## src/rtl/core/brpc_pkg.sv

```systemverilog
package brpc_pkg;

  localparam int K_W          = 12;
  localparam int N_W          = 13;
  localparam int SIDE_W       = 11;
  localparam int COORD_W      = 10;
  localparam int PHASE_W      = 16;
  localparam int DIV_STEPS    = 28;
  localparam int CS_W         = 20;
  localparam int Z_W          = 32;
  localparam int CORDIC_STEPS = 16;
  localparam int CORDIC_X0    = 39797;
  localparam int PHASE_TO_RAD = 25736;
  localparam int COORD_MAX    = 1023;

  typedef enum logic [1:0] {
    REG_WIDTH   = 2'd0,
    REG_HEIGHT  = 2'd1,
    REG_BUCKETS = 2'd2
  } reg_idx_e;

  typedef struct packed {
    logic [COORD_W-1:0] x;
    logic [COORD_W-1:0] y;
  } point_t;

  typedef struct packed {
    logic [SIDE_W-1:0]  wm1;
    logic [SIDE_W-1:0]  hm1;
    logic [COORD_W-1:0] xtop;
    logic [COORD_W-1:0] ytop;
  } geom_t;

  function automatic logic signed [Z_W-1:0] atan_lut(input logic [3:0] i);
    logic signed [Z_W-1:0] v;
    unique case (i)
      4'd0:  v = 32'sd210828714;
      4'd1:  v = 32'sd124459457;
      4'd2:  v = 32'sd65760959;
      4'd3:  v = 32'sd33381290;
      4'd4:  v = 32'sd16755422;
      4'd5:  v = 32'sd8385879;
      4'd6:  v = 32'sd4193963;
      4'd7:  v = 32'sd2097109;
      4'd8:  v = 32'sd1048571;
      4'd9:  v = 32'sd524287;
      4'd10: v = 32'sd262144;
      4'd11: v = 32'sd131072;
      4'd12: v = 32'sd65536;
      4'd13: v = 32'sd32768;
      4'd14: v = 32'sd16384;
      default: v = 32'sd8192;
    endcase
    return v;
  endfunction

endpackage

```

## src/rtl/core/brpc_phase_div.sv

```systemverilog
module brpc_phase_div (
  input  logic                             clk_i,
  input  logic                             rst_ni,
  input  logic                             en_i,
  input  logic                             valid_i,
  input  logic [brpc_pkg::K_W-1:0]         k_i,
  input  brpc_pkg::point_t                 pt_i,
  input  logic [brpc_pkg::N_W-1:0]         n_i,
  output logic                             valid_o,
  output logic [brpc_pkg::PHASE_W-1:0]     phase_o,
  output brpc_pkg::point_t                 pt_o
);
  import brpc_pkg::*;

  logic [DIV_STEPS-1:0] vld_q;
  logic [N_W-1:0]       rem_q [DIV_STEPS];
  logic [N_W-1:0]       rem_d [DIV_STEPS];
  logic [K_W-1:0]       k_q   [DIV_STEPS];
  logic [K_W-1:0]       k_d   [DIV_STEPS];
  logic [PHASE_W-1:0]   quo_q [DIV_STEPS];
  logic [PHASE_W-1:0]   quo_d [DIV_STEPS];
  point_t               pt_q  [DIV_STEPS];
  point_t               pt_d  [DIV_STEPS];

  always_comb begin
    logic [N_W-1:0]     prem;
    logic [K_W-1:0]     pk;
    logic [PHASE_W-1:0] pquo;
    logic [N_W:0]       t;
    logic               qb;
    for (int s = 0; s < DIV_STEPS; s++) begin
      if (s == 0) begin
        prem     = '0;
        pk       = k_i;
        pquo     = '0;
        pt_d[s]  = pt_i;
      end else begin
        prem     = rem_q[s-1];
        pk       = k_q[s-1];
        pquo     = quo_q[s-1];
        pt_d[s]  = pt_q[s-1];
      end
      t  = {prem, pk[K_W-1]};
      qb = (t >= {1'b0, n_i});
      if (qb) begin
        rem_d[s] = N_W'(t - {1'b0, n_i});
      end else begin
        rem_d[s] = t[N_W-1:0];
      end
      k_d[s]   = {pk[K_W-2:0], 1'b0};
      quo_d[s] = {pquo[PHASE_W-2:0], qb};
    end
  end

  always_ff @(posedge clk_i or negedge rst_ni) begin
    if (!rst_ni) begin
      vld_q <= '0;
    end else if (en_i) begin
      vld_q <= {vld_q[DIV_STEPS-2:0], valid_i};
    end
  end

  always_ff @(posedge clk_i) begin
    if (en_i) begin
      for (int s = 0; s < DIV_STEPS; s++) begin
        rem_q[s] <= rem_d[s];
        k_q[s]   <= k_d[s];
        quo_q[s] <= quo_d[s];
        pt_q[s]  <= pt_d[s];
      end
    end
  end

  assign valid_o = vld_q[DIV_STEPS-1];
  assign phase_o = quo_q[DIV_STEPS-1];
  assign pt_o    = pt_q[DIV_STEPS-1];

endmodule

```

## config.mk

```make
export PLATFORM = sky130hd
export DESIGN_NAME = brpc_phase_div
export DESIGN_NICKNAME = d
export VERILOG_FILES = /design/src/rtl/core/brpc_pkg.sv /design/src/rtl/core/brpc_phase_div.sv
export SDC_FILE = /design/constraint.sdc
export NUM_CORES = 2
export LEC_CHECK = 0
export BUFFER_PORTS_ARGS = -buffer_cell sky130_fd_sc_hd__buf_2
export CAP_MARGIN = 30
export CELL_PAD_IN_SITES_DETAIL_PLACEMENT = 2
export CELL_PAD_IN_SITES_GLOBAL_PLACEMENT = 2
export CORE_MARGIN = 2
export CORE_UTILIZATION = 45
export DETAILED_ROUTE_END_ITERATION = 12
export HOLD_SLACK_MARGIN = 0.05
export PLACE_DENSITY_LB_ADDON = 0.1
export SLEW_MARGIN = 40
export SYNTH_ARGS = -nofsm -noshare
export SYNTH_HDL_FRONTEND = slang
export SYNTH_SLANG_ARGS = --single-unit
```

## constraint.sdc

```tcl
create_clock -name clk_i -period 3.42 [get_ports clk_i]
set_clock_uncertainty 0.05 [all_clocks]
set_input_delay 0.513 -clock clk_i [delete_from_list [all_inputs] [get_ports clk_i]]
set_output_delay 0.513 -clock clk_i [all_outputs]
set_load 0.01 [all_outputs]
```

==> results.txt <==
Outcome: finished with violations
Failing checks: negative setup slack
Crit Path Class: register to register
DRT Wirelength: 176000 um
Routed Antenna Nets: 0
Reg2Reg Depth: 9
Area delta synth->final: 16.8%
Total core area: 0.118 mm2
Final setup margin: -0.0764 ns
I/O Buffers: 85
DIE HEIGHT: 350 um
WL/cell: 30.0 um
Initial DRT Pass Iterations: 8
Layout cell share with drive strength beyond 1: 17.3%
# nets final: 4651
Number of global-route vias before repair: 39400
CTS buffer count: 132
GRT Overall Usage: 29.0%
P per Cell Area: 958 mW/mm2
Area occupied by registers: 0.0341 mm2
Cell area after synthesis: 0.0537 mm2
Cell Rows: 126
Synth Net Count: 4226
Worst path depth: 9
Psw: 22.5 mW
Commonest non-fill, non-tap cell in the layout: edfxtp_1
Most used DFF post-synth: edfxtp_1
Reg clk slew, reported paths: 0.06 ns
CP peak stage delay: 0.67 ns
Crit path time final: 3.50 ns
Top delay family on crit path: compound AO/OA/AOI/OAI gates
First-pass GRT wire length: 260000 um
Area of the multi-input gates: 0.0189 mm2
Crit end category: register
Syn Area/Cell: 14.1 um2
Max Slew Vio Count: 0
Pwr Total: 60.1 mW
Sequential area share after synthesis: 63.5%
Synth area leader: edfxtp_1
Die ar.: 0.122 mm2
Iteration-0 DRC Markers: 2149
Maxcap violations: 0
Sw frac: 37.5%
Largest net degree at the start of global routing: 99
Clock root cell: clkbuf_16
DRC viols: 0
Cell count of the worst hold path: 1
Worst-Margin Slew: 0.825 ns
Gr ovfl total: 0
Initial antenna violation count: 2
Buf/Inv on CP: 2
Arr. time, crit path: 3.92 ns
CP startpoint kind: register
RSZ-0062 raised after global routing: false
CTS tree: done
Post-synth ARST share: 2.45%
Clock group share of total power: 23.6%
Seq pwr share: 36.4%
H-tree depth: 4
Initial Util: 45.4%
Slowest-stage cell, CP: o21ai_0
Most frequent cells in the layout: edfxtp_1 (1113), ha_1 (352), o21ai_0 (241)
Cells after synthesis: 3799
CP cell instances: ha_1 > a21o_1 > a21o_1 > a21oi_1 > o21ai_0 > a2111oi_4 > buf_4 > buf_4 > o21ai_0
Internal Pwr Total: 37.6 mW
Max FO, Critical Path: 9
Synth top area cells: edfxtp_1 (62%), ha_1 (8.2%), mux2_2 (3.3%), o21ai_0 (2.2%), xnor2_1 (2.2%)
Die X: 350 um
Final hold violation count: 0
GPL Wtd Cong: 0.818
Number of synthesis warnings: 0
Via Count: 34800
Clock net sink count: 1141
Vias/cell: 5.94
Leakage: 23.8 nW
Clk Latency, worst-skew pair: 0.78 ns
Final HPWL DP: 119000 um
HP Class: input pin to register
Post-synth cell types: 87
CTS Buffer Depth: 3
Fin crit share: 102%
Synthesized flop and latch total: 1141
Comb power frac: 40.0%
Setup TNS: -0.0764 ns
Io pins: 86
Area fraction of the dominant cell type after synthesis: 62.2%
Maximum VDD drop: 0.625 mV
Final design utilization: 53.0%
Number of synthesized flops with an enable pin: 1113
Crit path required time: 3.85 ns
Fmax: 0.286 GHz
Fillcell total: 10900
Worst slew margin: 44.4%
Final setup viols: 1
-- logic make-up (layout without fill, tap and decap cells) --
kind of cell | Yosys count | after routing | share of synthesized area, %
AO/OA/AOI/OAI | 908 | 908 | 11.2
XOR/XNOR | 236 | 236 | 3.85
adder cells (fa/ha/maj) | 378 | 378 | 9.17
buffers and inverters | 192 | 715 | 1.45
flip-flops | 1141 | 1141 | 63.5
multiplexers | 199 | 199 | 4.15
other | 0 | 1 | 0
AND/OR/NAND/NOR | 745 | 745 | 6.62
-- power by group through the flow --
| stage | Clock (mW) | Sequential, mW | Combinational, mW |
|---|---|---|---|
| floorplan | 0 | 20.6 | 15.1 |
| global placement | 0 | 21.5 | 20.3 |
| detailed placement | 0 | 22.0 | 22.8 |
| CTS | 14.5 | 21.8 | 23.8 |
| global route | 14.9 | 22.0 | 25.9 |
| finish | 14.2 | 21.9 | 24.0 |
-- worst register-to-register path: cells and delay by family, from the launching register on --
family / cells / cell delay, ns
AOI/OAI and AO/OA: 6 / 1.83
DFF: 1 / 0.55
adders and majority gates: 1 / 0.39
buffers and inverters: 2 / 0.38
-- repair_timing --
action,in CTS,in global routing
resized for setup,2,1
hold buffers,34,0
buffers inserted,2,0
hold endpoints to repair,61,0
setup endpoints to repair,2,6
pin swaps,1,0
-- through the flow --
| stage | hold WS (ns) | area (um2) | instances | setup WS [ns] |
|---|---|---|---|---|
| 6_report | 0.144 | 62700 | 5859 | -0.0764 |
| 4_1_cts | 0.105 | 62700 | 5858 | 0.0787 |
| 2_1_floorplan | 0.167 | 53800 | 3799 | -0.0474 |
| 5_1_grt | 0.132 | 62700 | 5858 | 0.0295 |
| 3_5_place_dp | 0.355 | 58100 | 5590 | -0.598 |
| 3_3_place_gp | 0.350 | 58100 | 5590 | -0.205 |
-- final timing paths --
check	start	to	slack (ns)
worst max-delay path	rem_q[1][58]$_DFFE_PP_	rem_q[1][70]$_DFFE_PP_	-0.08
worst min-delay path	en_i	pt_q[0][1]$_DFFE_PP_	0.14
worst min register to register	pt_q[0][299]$_DFFE_PP_	pt_q[0][319]$_DFFE_PP_	0.35
min in group asynchronous	rst_ni	vld_q[2]$_DFFE_PN0P_	0.30
worst max register to register	rem_q[1][58]$_DFFE_PP_	rem_q[1][70]$_DFFE_PP_	-0.08
max in group asynchronous	rst_ni	vld_q[12]$_DFFE_PN0P_	2.57
-- state kept, by name, summed over array words and instances (netlist names) --
register  cells
pt_q        560
vld_q        28
rem_q       351
k_q          66
quo_q       136
-- metal layers --
| metal | global-route usage [%] | part of all wire, % | up-vias |
|---|---|---|---|
| met5 | 0 | 0 | - |
| met2 | 51.5 | 51 | 993 |
| li1 | - | - | 15400 |
| met4 | 19.7 | 7.6 | 0 |
| met3 | 4.21 | 3.4 | 605 |
| met1 | 32.0 | 38 | 17800 |
-- synthesized netlist by cell type (36+ instances only) --
library cell  instances
nor2b_1              54
nand2_1             239
inv_1               120
nor2_1              203
a211oi_1             37
a21oi_1             195
xnor2_1             134
clkbuf_1             37
xor2_1              102
a21o_1               99
o21bai_1             36
ha_1                352
o21a_1               61
edfxtp_1           1113
nand3_1              43
mux2_2              157
nand4_1              39
o21ai_0             241
-- area by class of cell --
cell class                 instances  area share, %
tap                             1536           3.06
sequential                      1141           54.4
inverter                         122          0.736
timing repair buffer             361           4.95
clock inverter                    69           1.12
antenna                            1        0.00399
clock buffer                     163           5.57
multi-input combinational       2466           30.2
(Power assumes the default switching activity.)
