## config.mk

```make
export PLATFORM = sky130hd
export DESIGN_NAME = brpc_rotate
export DESIGN_NICKNAME = d
export VERILOG_FILES = /design/src/rtl/core/brpc_pkg.sv /design/src/rtl/core/brpc_rotate.sv
export SDC_FILE = /design/constraint.sdc
export NUM_CORES = 2
export LEC_CHECK = 0
export ABC_AREA = 0
export BUFFER_PORTS_ARGS = -buffer_cell sky130_fd_sc_hd__buf_2
export CORE_ASPECT_RATIO = 0.75
export CORE_MARGIN = 2
export CORE_UTILIZATION = 58
export CTS_CLUSTER_SIZE = 10
export DETAILED_ROUTE_END_ITERATION = 8
export HOLD_SLACK_MARGIN = 0.05
export PLACE_DENSITY = 0.75
export SLEW_MARGIN = 20
export SYNTH_ARGS = -nofsm -noshare
export SYNTH_HDL_FRONTEND = slang
export SYNTH_SLANG_ARGS = --single-unit
```

## constraint.sdc

```tcl
create_clock -name clk_i -period 12.3 [get_ports clk_i]
set_input_delay 2.46 -clock clk_i [delete_from_list [all_inputs] [get_ports clk_i]]
set_output_delay 2.46 -clock clk_i [all_outputs]
set_load 0.01 [all_outputs]
```

## src/rtl/core/brpc_pkg.sv

```systemverilog
package brpc_pkg;

  localparam int K_W          = 12;
  localparam int N_W          = 13;
  localparam int SIDE_W       = 11;
  localparam int COORD_W      = 10;
  localparam int PHASE_W      = 16;
  localparam int DIV_STEPS    = 28;
  localparam int CS_W         = 20;
  localparam int Z_W          = 32;
  localparam int CORDIC_STEPS = 16;
  localparam int CORDIC_X0    = 39797;
  localparam int PHASE_TO_RAD = 25736;
  localparam int COORD_MAX    = 1023;

  typedef enum logic [1:0] {
    REG_WIDTH   = 2'd0,
    REG_HEIGHT  = 2'd1,
    REG_BUCKETS = 2'd2
  } reg_idx_e;

  typedef struct packed {
    logic [COORD_W-1:0] x;
    logic [COORD_W-1:0] y;
  } point_t;

  typedef struct packed {
    logic [SIDE_W-1:0]  wm1;
    logic [SIDE_W-1:0]  hm1;
    logic [COORD_W-1:0] xtop;
    logic [COORD_W-1:0] ytop;
  } geom_t;

  function automatic logic signed [Z_W-1:0] atan_lut(input logic [3:0] i);
    logic signed [Z_W-1:0] v;
    unique case (i)
      4'd0:  v = 32'sd210828714;
      4'd1:  v = 32'sd124459457;
      4'd2:  v = 32'sd65760959;
      4'd3:  v = 32'sd33381290;
      4'd4:  v = 32'sd16755422;
      4'd5:  v = 32'sd8385879;
      4'd6:  v = 32'sd4193963;
      4'd7:  v = 32'sd2097109;
      4'd8:  v = 32'sd1048571;
      4'd9:  v = 32'sd524287;
      4'd10: v = 32'sd262144;
      4'd11: v = 32'sd131072;
      4'd12: v = 32'sd65536;
      4'd13: v = 32'sd32768;
      4'd14: v = 32'sd16384;
      default: v = 32'sd8192;
    endcase
    return v;
  endfunction

endpackage

```

## src/rtl/core/brpc_rotate.sv

```systemverilog
module brpc_rotate (
  input  logic                                clk_i,
  input  logic                                rst_ni,
  input  logic                                en_i,
  input  logic                                valid_i,
  input  logic [1:0]                          quad_i,
  input  logic signed [brpc_pkg::CS_W-1:0]    cos_i,
  input  logic signed [brpc_pkg::CS_W-1:0]    sin_i,
  input  brpc_pkg::point_t                    pt_i,
  input  brpc_pkg::geom_t                     geom_i,
  output logic                                valid_o,
  output logic [brpc_pkg::COORD_W-1:0]        rx_o,
  output logic [brpc_pkg::COORD_W-1:0]        ry_o
);
  import brpc_pkg::*;

  localparam int D_W = SIDE_W + 2;
  localparam int P_W = D_W + CS_W;
  localparam int S_W = 35;

  logic [3:0] vld_q;

  logic signed [CS_W-1:0] co_q, si_q, co_d, si_d;
  logic signed [D_W-1:0]  dx_q, dy_q, dx_d, dy_d;
  logic signed [P_W-1:0]  pxc_q, pys_q, pxs_q, pyc_q;
  logic signed [S_W-1:0]  xs_q, ys_q, xs_d, ys_d;
  logic [COORD_W-1:0]     rx_q, ry_q;

  function automatic logic [COORD_W-1:0] round_clamp(input logic signed [S_W-1:0] v,
                                                     input logic [COORD_W-1:0] top);
    logic [S_W-1:0] t;
    logic [COORD_W-1:0] r;
    t = (v + S_W'(65536)) >> 17;
    if (v[S_W-1]) begin
      r = '0;
    end else if (t > S_W'(top)) begin
      r = top;
    end else begin
      r = t[COORD_W-1:0];
    end
    return r;
  endfunction

  always_comb begin
    unique case (quad_i)
      2'd0: begin co_d = cos_i;  si_d = sin_i;  end
      2'd1: begin co_d = -sin_i; si_d = cos_i;  end
      2'd2: begin co_d = -cos_i; si_d = -sin_i; end
      default: begin co_d = sin_i; si_d = -cos_i; end
    endcase
    dx_d = $signed({2'b0, pt_i.x, 1'b0}) - $signed({2'b0, geom_i.wm1});
    dy_d = $signed({2'b0, geom_i.hm1}) - $signed({2'b0, pt_i.y, 1'b0});
    xs_d = S_W'(pxc_q) - S_W'(pys_q) + $signed({8'b0, geom_i.wm1, 16'b0});
    ys_d = $signed({8'b0, geom_i.hm1, 16'b0}) - (S_W'(pxs_q) + S_W'(pyc_q));
  end

  always_ff @(posedge clk_i or negedge rst_ni) begin
    if (!rst_ni) begin
      vld_q <= '0;
    end else if (en_i) begin
      vld_q <= {vld_q[2:0], valid_i};
    end
  end

  always_ff @(posedge clk_i) begin
    if (en_i) begin
      co_q  <= co_d;
      si_q  <= si_d;
      dx_q  <= dx_d;
      dy_q  <= dy_d;
      pxc_q <= P_W'(P_W'(dx_q) * P_W'(co_q));
      pys_q <= P_W'(P_W'(dy_q) * P_W'(si_q));
      pxs_q <= P_W'(P_W'(dx_q) * P_W'(si_q));
      pyc_q <= P_W'(P_W'(dy_q) * P_W'(co_q));
      xs_q  <= xs_d;
      ys_q  <= ys_d;
      rx_q  <= round_clamp(xs_q, geom_i.xtop);
      ry_q  <= round_clamp(ys_q, geom_i.ytop);
    end
  end

  assign valid_o = vld_q[3];
  assign rx_o    = rx_q;
  assign ry_o    = ry_q;

endmodule

```

==> impl_metrics.toml <==
[routing]
vias_per_std_cell = 5.45
postRouteWirelength_um = 112000
detailedRoute.firstPassIterationCount = 5
detail-route-antenna-nets = 0
routedWlPerCell_um = 17.5
detailroute.via_count = 34800
detail_route.drc_violations = 0
dr.first_iter.drc_count = 2636

[synth]
number_of_flops_mapped_to_enable_cells_by_yosys = 250
synth_area_per_cell_um2 = 9.26
netlist.area_leader.share = 0.371
synth.ff_latch_count = 254
ys_top_cells_by_area = "fa_1 (37%), edfxtp_1 (16%), ha_1 (11%), inv_1 (9.6%), nand2_1 (5.8%)"
yosysSeqAreaShare = 0.157
netlist_area_um2 = 48400
post-synth-top-area-cell = "fa_1"
syn-instance-count = 5220
async_reset_ff_frac = 0.0157
yosys_warnings = 0
synth_fp_nets = 6638
synth_cell_types = 81
synth_top_cells_by_count = "inv_1 (1231), fa_1 (896), nand2_1 (749)"
ys_dominant_reg_cell = "edfxtp_1"
yosysMostFrequentCell = "inv_1"

[global_route]
grt_first_pass_wirelength_um = 186000
grt_pass1_vias = 36000
grt_remaining_overflow = 0
groute.usage.overall = 0.276
grt_start_max_net_pins = 97
grt_antenna_before_repair = 5

[floorplan]
dieHeight_um = 254
pin_count = 129
die_width_um = 337
core_um2 = 82400
initial_utilization = 0.587
row_count = 91
die_footprint_um2 = 85700

[sta]
timing_worst_slew_pin_value_ps = 1100
max_freq_mhz = 139
totalNegativeSetupSlack_ps = 0
timing.final.setup_violations = 0
min_period_over_period = 0.584
final_hold_viol_count = 0
largest_clock_skew_in_the_final_design_ps = 28.5
final.setup.worst_slack_ps = 5120
hold-worst-slack_ps = 503
final_critical_delay_including_setup_and_external_delays_ps = 7180
grt_setup_unrepaired = "false"
final_max_slew_viol_count = 0
max-slew-margin-rel = 0.268

[outcome]
run_status = "complete, no violations"

[critical_path]
worstSetupPathType = "reg -> reg"
cpLargestDelayFamily = "adder cells"
reg2reg_depth = 18
r2r_setup_slack_ps = 5120
r2r-start = "dy_q[11]"
worst_path_max_delay_cell = "a2111oi_0"
timing.critical_path.cells = "clkinv_1 > nor2_1 > fa_1 > fa_1 > fa_1 > fa_1 > inv_1 > fa_1 > inv_1 > ha_1 > and3_1 > and2_1 > a221o_1 > a2111oi_0 > nor2_1 > o2111ai_1 > a31oi_1 > a311o_1"
critPathMostFrequentCell = "fa_1"
critPathBufInv = 3
setup.worst_path.start_class = "register"
crit_path_max_fanout = 18
timing.rr.end = "pys_q[31]"
worst_ep_required_time_ps = 12610
crit_path_end_kind = "register"
max_stage_delay_ps = 710
critPathArrivalTime_ps = 7490

[hold_path]
whs_path_depth = 1
min_from = "vld_q[3]"
min_to = "vld_q[3]"
hold_path_class = "reg -> reg"

[final_layout]
area_growth_syn_to_layout_pct = 6.01
antennaDiodeCount = 0
final_layout_size_suffix_gt1_frac = 0.0548
final_net_count = 6669
fillCellCount = 6879

[clocking]
clock_insertion_delay_worst_skew_ps = 580
clk_root_buffer_cell = "clkbuf_16"
clk_transition_reported_paths_ps = 60
clock_tree_from_tritoncts = "done"
clock_tree.htree_level_count = 2
cts_setup_buffers = 0
clockBufferDepth = 3
cts_num_sinks = 254
tritoncts.num_buffers = 36
cts_hold_repair.buffers = 0
cts_repair_resize_count = 0

[placed_design]
place.gp.congestion = 0.907
number_of_buffers_added_on_ports = 128
hpwl_um = 85200
place_ws_ps = 5310

[run]
cap_violations = 0
-- final cells by class --
cell class / instances / area [um2] / area share
Inverter: 1232 / 4620 / 0.0902
Sequential cell: 254 / 7610 / 0.148
Multi-Input combinational cell: 3530 / 35400 / 0.690
Clock inverter: 16 / 143 / 0.00278
Tap cell: 1116 / 1400 / 0.0272
Timing Repair Buffer: 197 / 1170 / 0.0227
Clock buffer: 45 / 956 / 0.0186
-- flip-flops by register name, summed over array words and instances, names as in the netlist, 10 cells and up --
name	count
co_q	20
si_q	20
ys_q	19
xs_q	19
ry_o	10
pxc_q	32
pxs_q	32
rx_o	10
dy_q	12
dx_q	12
pyc_q	32
pys_q	32
-- routing by layer --
metal  vias to the layer above  GRT usage  share of wire
met2                      1353      0.404           0.42
li1                      16000          -              -
met3                       181     0.0720           0.11
met5                         -          0        0.00044
met4                         6     0.0742          0.028
met1                     17200      0.409           0.44
-- cells in the final DEF (no fill, tap or decap), types with 7 or more instances in the layout --
| master | n |
|---|---|
| xor2_1 | 61 |
| o21a_1 | 35 |
| nand2_1 | 749 |
| nand2b_1 | 36 |
| clkbuf_1 | 8 |
| a31oi_1 | 8 |
| nor2_1 | 206 |
| mux2_2 | 10 |
| o21bai_1 | 15 |
| a21oi_1 | 159 |
| clkbuf_16 | 37 |
| nand4_1 | 14 |
| fa_1 | 896 |
| o2111ai_1 | 7 |
| mux2i_1 | 8 |
| buf_4 | 68 |
| and2_1 | 257 |
| or3_1 | 13 |
| or2_2 | 9 |
| buf_2 | 128 |
| a21boi_0 | 13 |
| ha_1 | 414 |
| o21ai_0 | 102 |
| nand3_1 | 36 |
| a211oi_1 | 17 |
| and3_1 | 23 |
| nor2b_1 | 29 |
| o31ai_1 | 14 |
| inv_1 | 1231 |
| xnor2_1 | 147 |
| nor4_1 | 7 |
| o211ai_1 | 9 |
| nand3b_1 | 10 |
| edfxtp_1 | 250 |
| a21o_1 | 38 |
| o311ai_0 | 7 |
| nor3_1 | 74 |
-- metrics by stage --
step	cell area [um2]	util	instances
finish	51300	0.622	6390
CTS	51300	0.622	6390
detailed placement	50200	0.608	6329
floorplan	48400	-	5220
global route	51300	0.622	6390
global placement	50200	0.608	6328
-- worst reg2reg max path, cell delays in order (launching register included) --
cell and delay, ps:
edfxtp_1 500, clkinv_1 620, nor2_1 330, fa_1 460
fa_1 520, fa_1 440, fa_1 490, inv_1 50
fa_1 470, inv_1 40, ha_1 330, and3_1 240
and2_1 190, a221o_1 330, a2111oi_0 710, nor2_1 260
o2111ai_1 350, a31oi_1 210, a311o_1 380
-- worst max-delay path by stage --
stage               depth (start not counted)   endpoint     start
finish                                     18  pys_q[31]  dy_q[11]
global route                               18  pys_q[31]  dy_q[11]
CTS                                        18  pys_q[31]  dy_q[11]
detailed placement                         18  pys_q[31]  dy_q[11]
global placement                           18  pys_q[31]  dy_q[11]
floorplan                                  19  pys_q[31]  dy_q[11]
-- kinds of logic (layout without fill, tap and decap cells) --
family | after synthesis | count (layout) | share of synthesized area
AND/OR/NAND/NOR | 1496 | 1496 | 0.144
buffers and inverters | 1436 | 1490 | 0.111
adder cells (fa/ha/maj) | 1310 | 1310 | 0.478
AO/OA/AOI/OAI | 492 | 492 | 0.0650
flip-flops | 254 | 254 | 0.157
XOR/XNOR | 208 | 208 | 0.0377
multiplexers | 24 | 24 | 0.00678
Power is not shown: default switching activity piles up to over one toggle a cycle in this logic, so the estimate is an artifact.
