`config.mk`:
```
export PLATFORM = sky130hd
export DESIGN_NAME = brpc_cordic
export DESIGN_NICKNAME = d
export VERILOG_FILES = /design/src/rtl/core/brpc_pkg.sv /design/src/rtl/core/brpc_cordic.sv
export SDC_FILE = /design/constraint.sdc
export NUM_CORES = 2
export LEC_CHECK = 0
export ABC_AREA = 1
export BUFFER_PORTS_ARGS = -buffer_cell sky130_fd_sc_hd__clkbuf_2
export CAP_MARGIN = 20
export CORE_MARGIN = 4
export CORE_UTILIZATION = 30
export DETAILED_ROUTE_END_ITERATION = 16
export PLACE_DENSITY = 0.57
export SLEW_MARGIN = 15
export SYNTH_ARGS = -nofsm -noshare
export SYNTH_HDL_FRONTEND = slang
export SYNTH_SLANG_ARGS = --single-unit
```
`constraint.sdc`:
```
create_clock -name clk_i -period 3.3 [get_ports clk_i]
set_input_delay 0.495 -clock clk_i [delete_from_list [all_inputs] [get_ports clk_i]]
set_output_delay 0.495 -clock clk_i [all_outputs]
set_load 0.02 [all_outputs]
```
`src/rtl/core/brpc_pkg.sv`:
```
package brpc_pkg;

  localparam int K_W          = 12;
  localparam int N_W          = 13;
  localparam int SIDE_W       = 11;
  localparam int COORD_W      = 10;
  localparam int PHASE_W      = 16;
  localparam int DIV_STEPS    = 28;
  localparam int CS_W         = 20;
  localparam int Z_W          = 32;
  localparam int CORDIC_STEPS = 16;
  localparam int CORDIC_X0    = 39797;
  localparam int PHASE_TO_RAD = 25736;
  localparam int COORD_MAX    = 1023;

  typedef enum logic [1:0] {
    REG_WIDTH   = 2'd0,
    REG_HEIGHT  = 2'd1,
    REG_BUCKETS = 2'd2
  } reg_idx_e;

  typedef struct packed {
    logic [COORD_W-1:0] x;
    logic [COORD_W-1:0] y;
  } point_t;

  typedef struct packed {
    logic [SIDE_W-1:0]  wm1;
    logic [SIDE_W-1:0]  hm1;
    logic [COORD_W-1:0] xtop;
    logic [COORD_W-1:0] ytop;
  } geom_t;

  function automatic logic signed [Z_W-1:0] atan_lut(input logic [3:0] i);
    logic signed [Z_W-1:0] v;
    unique case (i)
      4'd0:  v = 32'sd210828714;
      4'd1:  v = 32'sd124459457;
      4'd2:  v = 32'sd65760959;
      4'd3:  v = 32'sd33381290;
      4'd4:  v = 32'sd16755422;
      4'd5:  v = 32'sd8385879;
      4'd6:  v = 32'sd4193963;
      4'd7:  v = 32'sd2097109;
      4'd8:  v = 32'sd1048571;
      4'd9:  v = 32'sd524287;
      4'd10: v = 32'sd262144;
      4'd11: v = 32'sd131072;
      4'd12: v = 32'sd65536;
      4'd13: v = 32'sd32768;
      4'd14: v = 32'sd16384;
      default: v = 32'sd8192;
    endcase
    return v;
  endfunction

endpackage

```
`src/rtl/core/brpc_cordic.sv`:
```
module brpc_cordic (
  input  logic                                clk_i,
  input  logic                                rst_ni,
  input  logic                                en_i,
  input  logic                                valid_i,
  input  logic [brpc_pkg::PHASE_W-1:0]        phase_i,
  input  brpc_pkg::point_t                    pt_i,
  output logic                                valid_o,
  output logic [1:0]                          quad_o,
  output logic signed [brpc_pkg::CS_W-1:0]    cos_o,
  output logic signed [brpc_pkg::CS_W-1:0]    sin_o,
  output brpc_pkg::point_t                    pt_o
);
  import brpc_pkg::*;

  localparam int NST = CORDIC_STEPS + 1;

  logic [NST-1:0]        vld_q;
  logic signed [CS_W-1:0] x_q [NST];
  logic signed [CS_W-1:0] x_d [NST];
  logic signed [CS_W-1:0] y_q [NST];
  logic signed [CS_W-1:0] y_d [NST];
  logic signed [Z_W-1:0]  z_q [NST];
  logic signed [Z_W-1:0]  z_d [NST];
  logic [1:0]             q_q [NST];
  logic [1:0]             q_d [NST];
  point_t                 pt_q [NST];
  point_t                 pt_d [NST];

  always_comb begin
    logic signed [14:0]     r;
    logic signed [CS_W-1:0] xs;
    logic signed [CS_W-1:0] ys;
    r       = $signed({phase_i[13], phase_i[13:0]});
    q_d[0]  = phase_i[15:14] + {1'b0, phase_i[13]};
    x_d[0]  = CS_W'(CORDIC_X0);
    y_d[0]  = '0;
    z_d[0]  = Z_W'(Z_W'(r) * $signed(Z_W'(PHASE_TO_RAD)));
    pt_d[0] = pt_i;
    for (int s = 1; s < NST; s++) begin
      xs      = x_q[s-1] >>> (s - 1);
      ys      = y_q[s-1] >>> (s - 1);
      q_d[s]  = q_q[s-1];
      pt_d[s] = pt_q[s-1];
      if (!z_q[s-1][Z_W-1]) begin
        x_d[s] = x_q[s-1] - ys;
        y_d[s] = y_q[s-1] + xs;
        z_d[s] = z_q[s-1] - atan_lut(4'(s - 1));
      end else begin
        x_d[s] = x_q[s-1] + ys;
        y_d[s] = y_q[s-1] - xs;
        z_d[s] = z_q[s-1] + atan_lut(4'(s - 1));
      end
    end
  end

  always_ff @(posedge clk_i or negedge rst_ni) begin
    if (!rst_ni) begin
      vld_q <= '0;
    end else if (en_i) begin
      vld_q <= {vld_q[NST-2:0], valid_i};
    end
  end

  always_ff @(posedge clk_i) begin
    if (en_i) begin
      for (int s = 0; s < NST; s++) begin
        x_q[s]  <= x_d[s];
        y_q[s]  <= y_d[s];
        z_q[s]  <= z_d[s];
        q_q[s]  <= q_d[s];
        pt_q[s] <= pt_d[s];
      end
    end
  end

  assign valid_o = vld_q[NST-1];
  assign quad_o  = q_q[NST-1];
  assign cos_o   = x_q[NST-1];
  assign sin_o   = y_q[NST-1];
  assign pt_o    = pt_q[NST-1];

endmodule

```
==> summary.md <==
The run finished with clean final reports. The share of post-route cells with drive strength above 1 was 0.0899; the final count of pins violating max slew was 0. For this run, the number of Yosys warnings is 0. After legalization and detailed placement, the total HPWL measured 215 mm.

The final design utilization is 0.348. In the final design database the tool counted 13500 nets. The run gives 0.407 as the register area share after synthesis. Yosys attributes the largest share of cell area to sky130_fd_sc_hd__edfxtp_1 (40%), sky130_fd_sc_hd__ha_1 (13%), sky130_fd_sc_hd__nand2_1 (9.3%), sky130_fd_sc_hd__xor2_1 (6.3%), sky130_fd_sc_hd__a21oi_1 (5.3%). The fraction of synthesized area in multiplexers was 0.000111. The xor-xnor portion of the synthesized cell area is 0.0865, and the area of the core is 0.337 sq mm.

The via count of the routed design is 81600, and the global router's overall resource usage is 0.148. After detailed routing, the number of vias per cell comes to 4.80. sky130_fd_sc_hd__edfxtp_1 takes more of the synthesized area than any other cell. Leaving out fill and tap cells, the most frequent cell in the layout is sky130_fd_sc_hd__nand2_1. In this run the tool buffered the top-level ports with 102 buffer cells. Across the routed clock network, the largest skew measured is 0.0897 ns.

Across the run, the number of max-cap violations was 0. STA classifies the critical path endpoint as a flip-flop. 103 I/O pins were placed. The pre-antenna-repair detailed-routing pass consisted of 6 iterations.

In this run the mean area of a mapped cell was 8.66 sq um. Clock-pin slew was measured on the worst setup and hold paths at 0.06 ns. From synthesis to final layout, the design area changed by 15.4%.

The adder and majority cell fraction of the synthesized area is 0.141. The final critical-path required period is 3.20 ns. Derived from the worst setup path, the maximum achievable clock frequency is 312 MHz.

The tools report the TritonCTS buffer count as 172. The first global-routing pass estimated 425 mm of wire. The post-synthesis instance area came out at 0.102 sq mm. The die covers 0.349 sq mm. Area fraction in and, or, nand and nor cells after synthesis: 0.202. The count of different cell masters after synthesis came out at 72. In this run the clock root is driven by a sky130_fd_sc_hd__clkbuf_16. For the worst setup path, the data arrival time is 3.74 ns.

The initial antenna violation count was 1; the final weighted congestion in routability-driven placement was 0.906. The per-cell routed wire length was 15.6 um; the die height was 591 um. Total congestion overflow: 0.

The layout has 34900 filler cells. Along the worst path, the maximum fanout reaches 4. Entering global routing, the biggest net connects 75 pins. The top cell types in the final layout, fill and taps aside, are sky130_fd_sc_hd__nand2_1 (2513), sky130_fd_sc_hd__edfxtp_1 (1366), sky130_fd_sc_hd__inv_1 (1144). After detailed routing, the total wire length is 266 mm. The logs give 0 for the setup-violating endpoint count in the final report and 0.85 ns for the later-pin clock latency in the skew report.

The antenna violation net count after detailed routing was 0. The top-area cell type share of the netlist area came out at 0.403. The dominant combinational cell family by area after synthesis is simple AND/OR/NAND/NOR gates. The main flop type after synthesis is sky130_fd_sc_hd__edfxtp_1. TritonCTS built the clock tree. The critical path in this run is classified as in2reg. For this block, the initial DRC count from the detailed router was 4748. The DRC violation count after routing was 0; the portion of the clock cycle consumed by the worst path in the final layout was 0.971.

Setup repair after global routing could not meet its margin everywhere. Initial cell density of the core: 0.302. Compound-cell area share of the yosys netlist: 0.118. Synthesis handed over a netlist of 11800 instances. The kind of start point of the critical path is a primary input.

The number of rows created at floorplan came out at 213. The synthesized design contains 1366 enable-type register cells. For the worst setup path, the data required time is 3.84 ns. The number of global-route vias before repair is 79900, and the level count of the clock H-tree is 4.

The worst hold path belongs to the class in2reg. For the pin with the worst max-slew slack, the measured transition is 0.828 ns. After synthesis the netlist holds a flip-flop and latch count of 1383. Width of the die: 591 um. The logs give 0 for the final hold violation count and 4 for the maximum buffer depth of the clock tree. Share of async-settable or async-resettable flops after synthesis: 0.0123.

The logs give 0.442 for the worst slew margin relative to its limit and 1383 for the number of sinks on the clock net.
-- critical path, stage by stage --
cell,delay [ns]
sky130_fd_sc_hd__clkbuf_4,0.14
sky130_fd_sc_hd__ha_4,0.24
sky130_fd_sc_hd__fa_1,0.56
sky130_fd_sc_hd__fa_1,0.45
sky130_fd_sc_hd__fa_2,0.61
sky130_fd_sc_hd__ha_4,0.21
sky130_fd_sc_hd__ha_4,0.23
sky130_fd_sc_hd__nand2_4,0.09
sky130_fd_sc_hd__inv_2,0.05
sky130_fd_sc_hd__a21oi_4,0.17
sky130_fd_sc_hd__nand2_2,0.08
sky130_fd_sc_hd__nand2_1,0.08
sky130_fd_sc_hd__nand3_2,0.07
sky130_fd_sc_hd__nand3_2,0.07
sky130_fd_sc_hd__nand2_1,0.06
sky130_fd_sc_hd__xor2_1,0.15
-- repair_timing --
| action | 4_1_cts | 5_1_grt |
|---|---|---|
| setup endpoints to repair | 0 | 113 |
| hold buffers | 26 | 0 |
| endpoints found under the hold margin | 42 | 0 |
| buffers inserted | 0 | 18 |
| resized for setup | 0 | 178 |
-- sequential cells by signal, summed over array words and instances (netlist names) --
name   count
pt_q     340
q_q       34
vld_q     17
x_q      298
y_q      299
z_q      395
-- cell usage after synthesis, types with 63 or more instances --
master / n
sky130_fd_sc_hd__nand3_1: 667
sky130_fd_sc_hd__nor3_1: 172
sky130_fd_sc_hd__inv_1: 1151
sky130_fd_sc_hd__o21ai_0: 556
sky130_fd_sc_hd__nor4_1: 63
sky130_fd_sc_hd__a21o_1: 111
sky130_fd_sc_hd__a21oi_1: 1074
sky130_fd_sc_hd__xnor2_1: 269
sky130_fd_sc_hd__ha_1: 1032
sky130_fd_sc_hd__nand2_1: 2537
sky130_fd_sc_hd__a31oi_1: 68
sky130_fd_sc_hd__nand4_1: 166
sky130_fd_sc_hd__nor2_1: 1165
sky130_fd_sc_hd__edfxtp_1: 1366
sky130_fd_sc_hd__fa_1: 70
sky130_fd_sc_hd__xor2_1: 737
-- final timing paths --
kind / start / endpoint / slack [ns] / cells after the start
max reg2reg: x_q[1][113]$_DFFE_PP_ / y_q[1][133]$_DFFE_PP_ / 0.14 / 14
min in group asynchronous: rst_ni / vld_q[0]$_DFFE_PN0P_ / 0.12 / 2
min: phase_i[2] / z_q[0][5]$_DFFE_PP_ / 0.06 / 2
max in group asynchronous: rst_ni / vld_q[7]$_DFFE_PN0P_ / 2.88 / 2
min reg2reg: q_q[1][11]$_DFFE_PP_ / q_q[1][13]$_DFFE_PP_ / 0.36 / 0
max: phase_i[2] / z_q[0][25]$_DFFE_PP_ / 0.1 / 16
-- cell type report --
type	count	area, sq um	area share
Multi-Input combinational cell	9156	56800	0.483
Clock buffer	192	4420	0.0376
Sequential cell	1383	41400	0.352
Tap cell	4515	5650	0.0480
Timing Repair Buffer	491	3800	0.0324
Antenna cell	5	12.5	0.000106
Inverter	1169	4400	0.0374
Clock inverter	111	1070	0.00911
-- through the flow --
step	TNS [ns]	instances	hold slack [ns]	area (sq um)	worst slack, ns
floorplan	-4.59	11800	0.199	102000	-0.464
global placement	-11.44	16700	0.401	111000	-0.948
detailed placement	-10.99	16700	0.405	111000	-0.842
CTS	0	17000	0.00242	117000	0.0480
global route	-0.140	17000	0.0169	118000	-0.0641
finish	0	17000	0.0584	118000	0.0951
-- layer usage --
layer	vias up	wire length, um	GRT usage
met3	398	9110	0.0156
met2	1463	132000	0.268
li1	41900	-	-
met1	37900	118000	0.186
met5	-	0	0
met4	0	7270	0.0394
-- logic make-up (layout without fill, tap and decap cells) --
kind of cell | count (synthesis) | count (layout)
adders and majority gates | 1103 | 1103
buffers and inverters | 1228 | 1963
DFF | 1383 | 1383
other | 2 | 9
muxes | 1 | 1
AOI/OAI and AO/OA | 2138 | 2138
xor gates and xnor gates | 1006 | 1006
and+or+nand+nor | 4904 | 4904
Power is left out: the tool's default activity adds up to more than one toggle a clock period on the data nets, which glitch-free logic cannot reach.
